--- src/rtl/fmas_pkg.sv ---
// fmas_pkg: shared types, constants and pipeline-step functions of the float
// multiply-add stream. Unpacking, normalization and rounding used by fmas_mul
// and fmas_add. No dependencies.
package fmas_pkg;

   localparam int MUL_STAGES = 6;
   localparam int ADD_STAGES = 8;
   localparam int NUM_STAGES = MUL_STAGES + ADD_STAGES;

   localparam logic signed [13:0] DBL_BIAS = 14'sd1023;
   localparam logic signed [13:0] SGL_BIAS = 14'sd127;
   localparam logic signed [13:0] DBL_EMIN = -14'sd1022;
   localparam logic signed [13:0] SGL_EMIN = -14'sd126;
   localparam logic signed [13:0] DBL_EMAX = 14'sd1023;
   localparam logic signed [13:0] SGL_EMAX = 14'sd127;
   localparam logic signed [13:0] ZERO_EXP = -14'sd3000;

   localparam logic [63:0] DBL_QNAN = 64'h7FF8_0000_0000_0000;
   localparam logic [63:0] SGL_QNAN = 64'h0000_0000_7FC0_0000;

   // value = man * 2^(exp-52), man[52] weighs 2^exp
   typedef struct packed {
      logic                sgn;
      logic signed [13:0]  exp;
      logic [52:0]         man;
      logic                zero;
      logic                inf;
      logic                nan;
   } unp_type;

   // frac[127] weighs 2^exp
   typedef struct packed {
      logic                sgn;
      logic signed [13:0]  exp;
      logic [127:0]        frac;
   } nrm_type;

   typedef struct packed {
      logic                sgn;
      logic signed [13:0]  exp;
      logic [52:0]         m;
      logic                g;
      logic                st;
   } rnd_type;

   typedef struct packed {
      logic inf;
      logic nan;
      logic sgn;
   } spc_type;

   function automatic unp_type fp_unpack(input logic [63:0] x, input logic dbl);
      unp_type     u;
      logic [10:0] e;
      logic [51:0] f;
      logic        ones;
      if (dbl) begin
         e = x[62:52];
         f = x[51:0];
         u.sgn = x[63];
         ones = &x[62:52];
      end else begin
         e = {3'b000, x[30:23]};
         f = {x[22:0], 29'b0};
         u.sgn = x[31];
         ones = &x[30:23];
      end
      u.man = {e != 11'd0, f};
      if (e != 11'd0) begin
         u.exp = $signed({3'b000, e}) - (dbl ? DBL_BIAS : SGL_BIAS);
      end else begin
         u.exp = dbl ? DBL_EMIN : SGL_EMIN;
      end
      u.zero = (e == 11'd0) && (f == 52'd0);
      u.inf  = ones && (f == 52'd0);
      u.nan  = ones && (f != 52'd0);
      return u;
   endfunction

   // coarse half of the leading-zero shift
   function automatic nrm_type norm_hi(input nrm_type x);
      nrm_type y;
      y = x;
      if (y.frac[127:64] == 64'd0) begin
         y.frac = y.frac << 64;
         y.exp = y.exp - 14'sd64;
      end
      if (y.frac[127:96] == 32'd0) begin
         y.frac = y.frac << 32;
         y.exp = y.exp - 14'sd32;
      end
      if (y.frac[127:112] == 16'd0) begin
         y.frac = y.frac << 16;
         y.exp = y.exp - 14'sd16;
      end
      if (y.frac[127:120] == 8'd0) begin
         y.frac = y.frac << 8;
         y.exp = y.exp - 14'sd8;
      end
      return y;
   endfunction

   // fine half of the leading-zero shift
   function automatic nrm_type norm_lo(input nrm_type x);
      nrm_type y;
      y = x;
      if (y.frac[127:124] == 4'd0) begin
         y.frac = y.frac << 4;
         y.exp = y.exp - 14'sd4;
      end
      if (y.frac[127:126] == 2'd0) begin
         y.frac = y.frac << 2;
         y.exp = y.exp - 14'sd2;
      end
      if (!y.frac[127]) begin
         y.frac = y.frac << 1;
         y.exp = y.exp - 14'sd1;
      end
      return y;
   endfunction

   // subnormal shift, then split into kept bits, guard and sticky
   function automatic rnd_type rnd_prep(input nrm_type x, input logic dbl);
      rnd_type             r;
      logic signed [14:0]  diff;
      logic [6:0]          sh;
      logic [127:0]        d;
      logic                s0;
      logic signed [13:0]  emin;
      emin = dbl ? DBL_EMIN : SGL_EMIN;
      diff = $signed({emin[13], emin}) - $signed({x.exp[13], x.exp});
      r.sgn = x.sgn;
      if (diff > 15'sd0) begin
         sh = (diff > 15'sd127) ? 7'd127 : diff[6:0];
         d = x.frac >> sh;
         s0 = |(x.frac & ~({128{1'b1}} << sh));
         r.exp = emin;
      end else begin
         sh = 7'd0;
         d = x.frac >> sh;
         s0 = 1'b0;
         r.exp = x.exp;
      end
      if (dbl) begin
         r.m = d[127:75];
         r.g = d[74];
         r.st = (|d[73:0]) | s0;
      end else begin
         r.m = {29'b0, d[127:104]};
         r.g = d[103];
         r.st = (|d[102:0]) | s0;
      end
      return r;
   endfunction

   // round to nearest even, detect overflow
   function automatic unp_type rnd_final(input rnd_type r, input logic dbl);
      unp_type             u;
      logic [53:0]         s;
      logic                inc;
      logic signed [13:0]  e;
      logic signed [13:0]  emax;
      inc = r.g & (r.st | r.m[0]);
      s = {1'b0, r.m} + {53'b0, inc};
      e = r.exp;
      if (dbl) begin
         if (s[53]) begin
            u.man = s[53:1];
            e = e + 14'sd1;
         end else begin
            u.man = s[52:0];
         end
      end else begin
         if (s[24]) begin
            u.man = {s[24:1], 29'b0};
            e = e + 14'sd1;
         end else begin
            u.man = {s[23:0], 29'b0};
         end
      end
      emax = dbl ? DBL_EMAX : SGL_EMAX;
      u.sgn = r.sgn;
      u.exp = e;
      u.zero = (u.man == 53'd0);
      u.inf = (e > emax) && !u.zero;
      u.nan = 1'b0;
      return u;
   endfunction

endpackage

--- src/rtl/fmas_add.sv ---
// fmas_add: eight-stage rounded adder, product + c, with packing and the
// non-finite flag. Uses fmas_pkg for unpacking, normalization and rounding.
module fmas_add (
   input  logic                          clock,
   input  logic [7:0]                    en,
   input  logic                          dbl,
   input  logic                          check,
   input  fmas_pkg::unp_type             prod,
   input  logic [63:0]                   c,
   output logic [63:0]                   result,
   output logic                          not_finite
);
   import fmas_pkg::*;

   unp_type             uc;
   logic signed [13:0]  pe, ce, bexp, sexp;
   logic                c_big;
   logic signed [14:0]  ediff;
   spc_type             spc_in;
   spc_type             spc_ff [6:0];
   logic                bsgn1_in, bsgn1_ff;
   logic signed [13:0]  bexp1_in, bexp1_ff;
   logic [52:0]         bman1_in, bman1_ff;
   logic [52:0]         sman1_in, sman1_ff;
   logic [6:0]          d1_in, d1_ff;
   logic                sub1_in, sub1_ff;
   logic [127:0]        bf, bs;
   logic                stk;
   logic [127:0]        a2_in, a2_ff;
   logic [127:0]        b2_in, b2_ff;
   logic                sgn2_ff, sub2_ff;
   logic signed [13:0]  exp2_in, exp2_ff;
   logic [127:0]        sum;
   nrm_type             n3_in, n3_ff;
   nrm_type             n4_in, n4_ff;
   nrm_type             n5_in, n5_ff;
   rnd_type             r6_in, r6_ff;
   unp_type             r7_in, r7_ff;
   logic                sres;
   logic [12:0]         be;
   logic [63:0]         result_in, result_ff;
   logic                nf_in, nf_ff;

   // operand order and special cases
   always_comb begin
      uc = fp_unpack(c, dbl);
      pe = prod.zero ? ZERO_EXP : prod.exp;
      ce = uc.zero ? ZERO_EXP : uc.exp;
      c_big = (ce > pe) || ((ce == pe) && (uc.man > prod.man));
      bexp = c_big ? ce : pe;
      sexp = c_big ? pe : ce;
      bsgn1_in = c_big ? uc.sgn : prod.sgn;
      bexp1_in = bexp;
      bman1_in = c_big ? uc.man : prod.man;
      sman1_in = c_big ? prod.man : uc.man;
      ediff = $signed({bexp[13], bexp}) - $signed({sexp[13], sexp});
      d1_in = (ediff > 15'sd127) ? 7'd127 : ediff[6:0];
      sub1_in = prod.sgn ^ uc.sgn;
      spc_in.nan = prod.nan | uc.nan | (prod.inf & uc.inf & (prod.sgn ^ uc.sgn));
      spc_in.inf = prod.inf | uc.inf;
      spc_in.sgn = prod.inf ? prod.sgn : uc.sgn;
   end

   // alignment with sticky jam, then add or subtract
   always_comb begin
      a2_in = {1'b0, bman1_ff, 74'b0};
      bf = {1'b0, sman1_ff, 74'b0};
      bs = bf >> d1_ff;
      stk = |(bf & ~({128{1'b1}} << d1_ff));
      b2_in = {bs[127:1], bs[0] | stk};
      exp2_in = bexp1_ff + 14'sd1;
      sum = sub2_ff ? (a2_ff - b2_ff) : (a2_ff + b2_ff);
      n3_in.sgn = (sum == 128'd0) ? (sgn2_ff & ~sub2_ff) : sgn2_ff;
      n3_in.exp = exp2_ff;
      n3_in.frac = sum;
      n4_in = norm_hi(n3_ff);
      n5_in = norm_lo(n4_ff);
      r6_in = rnd_prep(n5_ff, dbl);
      r7_in = rnd_final(r6_ff, dbl);
   end

   // packing
   always_comb begin
      sres = spc_ff[6].inf ? spc_ff[6].sgn : r7_ff.sgn;
      if (r7_ff.man[52]) begin
         be = 13'(r7_ff.exp + (dbl ? DBL_BIAS : SGL_BIAS));
      end else begin
         be = 13'd0;
      end
      if (spc_ff[6].nan) begin
         result_in = dbl ? DBL_QNAN : SGL_QNAN;
      end else if (spc_ff[6].inf || r7_ff.inf) begin
         result_in = dbl ? {sres, 11'h7FF, 52'b0} : {32'b0, sres, 8'hFF, 23'b0};
      end else if (dbl) begin
         result_in = {r7_ff.sgn, be[10:0], r7_ff.man[51:0]};
      end else begin
         result_in = {32'b0, r7_ff.sgn, be[7:0], r7_ff.man[51:29]};
      end
      nf_in = check & (spc_ff[6].nan | spc_ff[6].inf | r7_ff.inf);
   end

   always_ff @(posedge clock) begin
      if (en[0]) begin
         bsgn1_ff <= bsgn1_in;
         bexp1_ff <= bexp1_in;
         bman1_ff <= bman1_in;
         sman1_ff <= sman1_in;
         d1_ff <= d1_in;
         sub1_ff <= sub1_in;
         spc_ff[0] <= spc_in;
      end
      if (en[1]) begin
         a2_ff <= a2_in;
         b2_ff <= b2_in;
         sgn2_ff <= bsgn1_ff;
         exp2_ff <= exp2_in;
         sub2_ff <= sub1_ff;
         spc_ff[1] <= spc_ff[0];
      end
      if (en[2]) begin
         n3_ff <= n3_in;
         spc_ff[2] <= spc_ff[1];
      end
      if (en[3]) begin
         n4_ff <= n4_in;
         spc_ff[3] <= spc_ff[2];
      end
      if (en[4]) begin
         n5_ff <= n5_in;
         spc_ff[4] <= spc_ff[3];
      end
      if (en[5]) begin
         r6_ff <= r6_in;
         spc_ff[5] <= spc_ff[4];
      end
      if (en[6]) begin
         r7_ff <= r7_in;
         spc_ff[6] <= spc_ff[5];
      end
      if (en[7]) begin
         result_ff <= result_in;
         nf_ff <= nf_in;
      end
   end

   assign result = result_ff;
   assign not_finite = nf_ff;

endmodule

--- config.mk ---
export PLATFORM = sky130hd
export DESIGN_NAME = fmas_add
export DESIGN_NICKNAME = d
export VERILOG_FILES = /design/src/rtl/fmas_pkg.sv /design/src/rtl/fmas_add.sv
export SDC_FILE = /design/constraint.sdc
export NUM_CORES = 2
export LEC_CHECK = 0
export BUFFER_PORTS_ARGS = -buffer_cell sky130_fd_sc_hd__buf_2
export CAP_MARGIN = 20
export CORE_MARGIN = 3
export CORE_UTILIZATION = 30
export DETAILED_ROUTE_END_ITERATION = 10
export GPL_ROUTABILITY_DRIVEN = 0
export HOLD_SLACK_MARGIN = 0.15
export MAX_ROUTING_LAYER = met4
export PLACE_DENSITY = 0.45
export SETUP_SLACK_MARGIN = 0.15
export SYNTH_ARGS = -nofsm -noshare
export SYNTH_HDL_FRONTEND = slang
export SYNTH_SLANG_ARGS = --single-unit
export TNS_END_PERCENT = 30
--- constraint.sdc ---
create_clock -name clock -period 11 [get_ports clock]
set_input_delay 2.2 -clock clock [delete_from_list [all_inputs] [get_ports clock]]
set_output_delay 2.2 -clock clock [all_outputs]
set_load 0.02 [all_outputs]
# ---- After elaboration in Yosys (flattened, before gate mapping)
# Memories as Yosys holds them, arrays and structs flattened.
# Cells that the tools add are included.
dict set report word_totals {
  ff_bits 956
  mem_count 1
  output_inout_bits 65
  elab_cells 165
  in_bits 146
  ramBits 21
}
dict set report op_classes {
  magnitude_cmp 6
  eq_ne 1
  n_addsub 16
  n_mux 56
  n_reduce_logical 26
  shift 4
  bitwise_logic 20
}
# memory words width read_ports rd_clocked_by_memory_dff wr line
set memory_table {}
lappend memory_table {spc_ff 7 3 7 0 7 fmas_add.sv:20} ;# spc_type spc_ff [6:0];
# op n
set op_table {}
lappend op_table {{$mux W142} 7}
lappend op_table {{$mux W53} 5}
lappend op_table {{$mux W128} 2}
lappend op_table {{$mux W64} 4}
lappend op_table {{$not A128 Y128} 2}
lappend op_table {{$reduce_or A128 Y1} 2}
lappend op_table {{$shl A128 B7 Y128 const A} 2}
lappend op_table {{$add A127 B128 Y128} 1}
lappend op_table {{$and A127 B128 Y128} 1}
lappend op_table {{$and A128 B128 Y128} 1}
lappend op_table {{$logic_not A128 Y1} 1}
lappend op_table {{$shr A127 B7 Y128} 1}
lappend op_table {{$shr A128 B7 Y128} 1}
lappend op_table {{$sub A127 B128 Y128} 1}
lappend op_table {{$mux W14} 9}
lappend op_table {{$reduce_or A103 Y1} 1}
lappend op_table {{$reduce_or A74 Y1} 1}
lappend op_table {{$logic_not A64 Y1} 1}
lappend op_table {{$mux W63} 1}
lappend op_table {{$add A53 B1 Y54} 1}
lappend op_table {{$gt A53 B53 Y1} 1}
lappend op_table {{$logic_not A53 Y1} 1}
lappend op_table {{$logic_not A52 Y1} 1}
lappend op_table {{$mux W52} 1}
lappend op_table {{other kinds (39)} 80}

# ---- Depth between registers and ports, before layout
dict set report depth {
  ltp_word 11
  mapped_depth 38
  mapped_depth_nobuf 25
}

# ---- Worst setup path after synthesis
# Ideal clock, no wire load.
dict set report synth_path {
  kind {input port to flip-flop}
  start {in dbl}
  end {reg d1_ff[1], data pin}
  path_slack_ns 0.758
  path_buffers 14
  arrival_ns 9.962
  required_time_ns 10.720
  setup_time_ns 0.280
  stages 36
  cell_sequence {buf_2 > buf_2 > buf_2 > buf_2 > clkbuf_1 > clkbuf_1 > buf_1 > buf_1 > mux2i_1 > ha_1 > o21ai_0 > nor3_4 > nand4_1 > nand2_1 > inv_1 > ha_1 > clkbuf_1 > a21o_1 > a2111o_1 > a311o_1 > a211oi_2 > or2_1 > buf_4 > buf_6 > clkbuf_1 > clkbuf_1 > clkbuf_1 > a21oi_1 > ha_1 > nand2_1 > nand4b_1 > a21boi_0 > xnor2_1 > o2111ai_1 > o41ai_4 > nand4b_1}
}
dict set report synth_between {
  elab_chain_cells 10
  word_cells_on_any_way 20
  classes_between {add/sub (2); order compare (3); eq/ne (1); mux (8); reduce/logical (6)}
}
# element line
set synth_lines {}
lappend synth_lines {{from (decl)} fmas_add.sv:6} ;# input logic dbl,
lappend synth_lines {{branches (longest 8 deep; another with $sub A12 B14 Y14)} n/a}
lappend synth_lines {{$sub A14 B14 Y15 (*)} fmas_add.sv:56} ;# ediff = $signed({bexp[13], bexp}) - $signed({sexp[13], sexp});
lappend synth_lines {{$gt A15 B8 Y1} fmas_add.sv:57} ;# d1_in = (ediff > 15'sd127) ? 7'd127 : ediff[6:0];
lappend synth_lines {{to (signal assigned)} fmas_add.sv:108} ;# d1_ff <= d1_in;
lappend synth_lines {{to (decl)} fmas_add.sv:25} ;# logic [6:0] d1_in, d1_ff;
# Mark *: on every way between the ends.
# A chain may end at the register's enable or synchronous reset.

==> run summary <==
Flops & latches, synth - 976
Top-level port count - 211
Post-Route Setup TNS - 0 ns
Initial DRT Pass Iterations - 9
Nets - 8,523
WL final - 315.6 mm
Worst slack, placed - 1.312 ns
Fill cells - 25,240
Count leader, synth - nand2_1
Starting Density - 0.3022
PD cells - 189.7 mW/mm^2
Slew headroom - 0.1528
Mapped cell area - 0.07363 mm^2
Clock skew - 0.02961 ns
Vias in the first global route - 64,630
Post-route cell area - 0.08168 mm^2
Area contributors post-synth - edfxtp_1 (40%), mux2i_1 (7.9%), nand2_1 (5.8%), a21oi_1 (4.2%), o21ai_0 (4.0%)
Antenna violations before repair - 10
Top_reg_cell synth - edfxtp_1
CTS sink cnt - 976
Mux contribution to synthesized area - 0.1050
Post_cts resized - 0
Critical path class - in2reg
Status - finished clean
Synthesis Warnings - 0
Simple-gate share of the synthesized area - 0.1888
Largest net degree at the start of global routing - 111
Tmin final - 9.298 ns
Synth Area in XOR/XNOR - 0.03568
CP endpoint kind - flop
Worst path bufs/invs - 5
Syn_nets - 8,600
Hold-fix buffers, CTS - 0
I/O Buffers - 210
CP startpoint kind - primary input
DP HPWL - 241.0 mm
Synth cell types - 116
Postcts setup bufs - 0
Htree depth - 3
Max Root-Sink Buffers - 3
Largest area contributor in the netlist - edfxtp_1
First-pass GRT wire length - 454.1 mm
Number of DRC markers in iteration 0 - 8,586
CP top delay family - simple AND/OR/NAND/NOR gates
Num rows - 181
Area Overhead vs Synth - 10.92%
Per-cell routed wire length - 27.48 um
Post-synthesis sequential area ratio - 0.3980
DRC viols - 0
Yosys top cell area share - 0.3980
VDD IR-drop max - 0.0001246 V
Post-Synth Adder-Cell Area - 0.03366
ANT nets after route - 0
EDFF count, synth - 976
Max stage delay cell, worst path - nor4_1
Via Count - 67,990
Asr flop ratio synth - 0
Core area - 0.2437 mm^2
RSZ-0062 raised after global routing - false
Die height - 501.4 um
CTS root buf - clkbuf_16
Max Freq - 107.6 MHz
Final Hold Vio Count - 0
Clock latency on the worst-skew pair - 0.76 ns
Mapped Avg Cell Area - 8.916 um^2
Max-cap violations - 0
Most frequent cells after synthesis - nand2_1 (1,136), edfxtp_1 (976), nor2_1 (745), a21oi_1 (620), o21ai_0 (591)
Proportion of layout cells with a drive suffix above 1 - 0.09790
Crit path DAT - 9.81 ns
Min-delay worst type - reg2reg
Grt total ovfl - 0
Clock buffer count from CTS - 111
Leakage - 29.87 nW
Largest family of logic cells by synthesized area - compound AO/OA/AOI/OAI gates
Global Route Usage Sum - 0.2482
Die X - 501.4 um
Die ar. - 0.2514 mm^2
Clock transition at the registers of the reported paths - 0.08 ns
Final-report setup violation count - 0
Slew Viols, Final - 0
Final worst slack - 1.702 ns
Area fraction in compound gates after synthesis - 0.1964
Avg Vias per Cell - 5.919
Crit path max fanout - 53
Worst-Margin Slew - 1.255 ns
Slowest Stage Delay on Critical Path - 0.93 ns
Tcrit/Tclk final - 0.8453
Syn Inst Count - 8,259
Req. time, crit path - 11.51 ns
CTS tree - done
Placed Area - 0.07802 mm^2
Crit-path cells - buf_6, clkinv_2, ha_1, a21o_1, a21oi_1, a21oi_1, nor4_4, buf_4, buf_4, a41oi_1, buf_4, nor2_1, nand3_1, a21oi_1, nand4_1, nor3_1, nand2_1, nor3_1, nand4_1, nor4_1, nand4_1, a211o_1
[stage by stage]
stage | power (mW) | hold slack, ns | utilization | cells
after floorplan | 9.043 | 0.4003 | - | 8259
final | 15.50 | 0.4116 | 0.3352 | 11490
after global routing | 16.12 | 0.4243 | 0.3352 | 11480
after detailed placement | 11.60 | 0.4045 | 0.3202 | 11270
after global placement | 11.60 | 0.4027 | 0.3202 | 11270
after CTS | 15.34 | 0.4157 | 0.3349 | 11470
[per-layer routing]
layer / vias up / wire [um] / GRT usage
li1: 30690 / - / -
met4: 0 / 20620 / 0.1327
met3: 1033 / 25110 / 0.04356
met1: 32540 / 126800 / 0.3067
met2: 3718 / 143100 / 0.3865
met5: - / 0 / -
[report_power, final]
part / internal [mW] / switching, mW
logic: 1.93 / 4.18
registers: 4.85 / 0.840
clock network: 2.07 / 1.62
total: 8.86 / 6.64
[cell families after synthesis]
logic type / count (synthesis)
buffers and inverters: 816
AND/OR/NAND/NOR: 2986
multiplexers: 718
flip-flops: 976
AO/OA/AOI/OAI: 2265
XOR/XNOR: 300
adder cells (fa/ha/maj): 198
[path summary, 6_finish.rpt]
kind	from	to	slack [ns]	cells past startpoint
max	dbl	r6_ff[0]	1.70	22
min	bman1_ff[11]	a2_ff[85]	0.41	0
max reg2reg	n5_ff[128]	r6_ff[0]	3.13	23
min reg2reg	bman1_ff[11]	a2_ff[85]	0.41	0
[placed cells by master, fill, tap and decap left out, types with 24 or more instances in the layout]
| cell | netlist | routed |
|---|---|---|
| nand2b_1 | 60 | 60 |
| and2_1 | 131 | 130 |
| nor2b_1 | 40 | 40 |
| a211oi_1 | 114 | 114 |
| a21oi_1 | 620 | 620 |
| mux2i_1 | 582 | 582 |
| and3_1 | 88 | 88 |
| nor3_1 | 207 | 204 |
| buf_4 | 3 | 149 |
| o21bai_1 | 42 | 42 |
| or3_1 | 46 | 46 |
| mux4_2 | 33 | 33 |
| o21ai_0 | 591 | 591 |
| ha_1 | 194 | 193 |
| nor4_1 | 124 | 123 |
| o22ai_1 | 111 | 111 |
| buf_2 | 28 | 205 |
| a221oi_1 | 42 | 42 |
| or2_2 | 37 | 37 |
| o21a_1 | 25 | 24 |
| xor2_1 | 80 | 78 |
| or4_1 | 38 | 38 |
| xnor2_1 | 220 | 216 |
| mux2_2 | 102 | 102 |
| o221ai_1 | 45 | 45 |
| nand2_1 | 1136 | 1131 |
| a21o_1 | 57 | 57 |
| clkinv_1 | 6 | 34 |
| edfxtp_1 | 976 | 976 |
| nor2_1 | 745 | 736 |
| inv_1 | 252 | 250 |
| a22oi_1 | 49 | 49 |
| o31ai_1 | 68 | 67 |
| nand3_1 | 150 | 150 |
| o211ai_1 | 75 | 75 |
| a31oi_1 | 72 | 71 |
| nand4_1 | 93 | 93 |
| clkbuf_16 | 0 | 111 |
[worst register-to-register path: cells and delay by family, from the launching register on]
kind            cells  cell delay [ns]
simple gates       12             4.00
flops               1             0.41
buf+inv             7             1.91
compound gates      3             0.86
fa+ha+maj           1             0.48
[sequential cells by signal (all words and copies together), names as in the netlist, 21 cells and up]
signal    flops
sman1_ff     53
a2_ff        53
n3_ff       143
bman1_ff     53
r7_ff        66
b2_ff       127
n5_ff       143
n4_ff       143
spc_ff       21
result       64
r6_ff        70
[cell type report]
| type | count | area, um^2 | area share |
|---|---|---|---|
| inverter | 260 | 977.2 | 0.01196 |
| sequential | 976 | 29310 | 0.3588 |
| multi-input combinational | 6467 | 41450 | 0.5075 |
| antenna | 10 | 25.02 | 0.0003064 |
| timing repair buffer | 366 | 2327 | 0.02849 |
| clock buffer | 123 | 2823 | 0.03456 |
| tap | 3202 | 4006 | 0.04905 |
| clock inverter | 82 | 762.0 | 0.009329 |
Power figures use the tool's default switching activity.
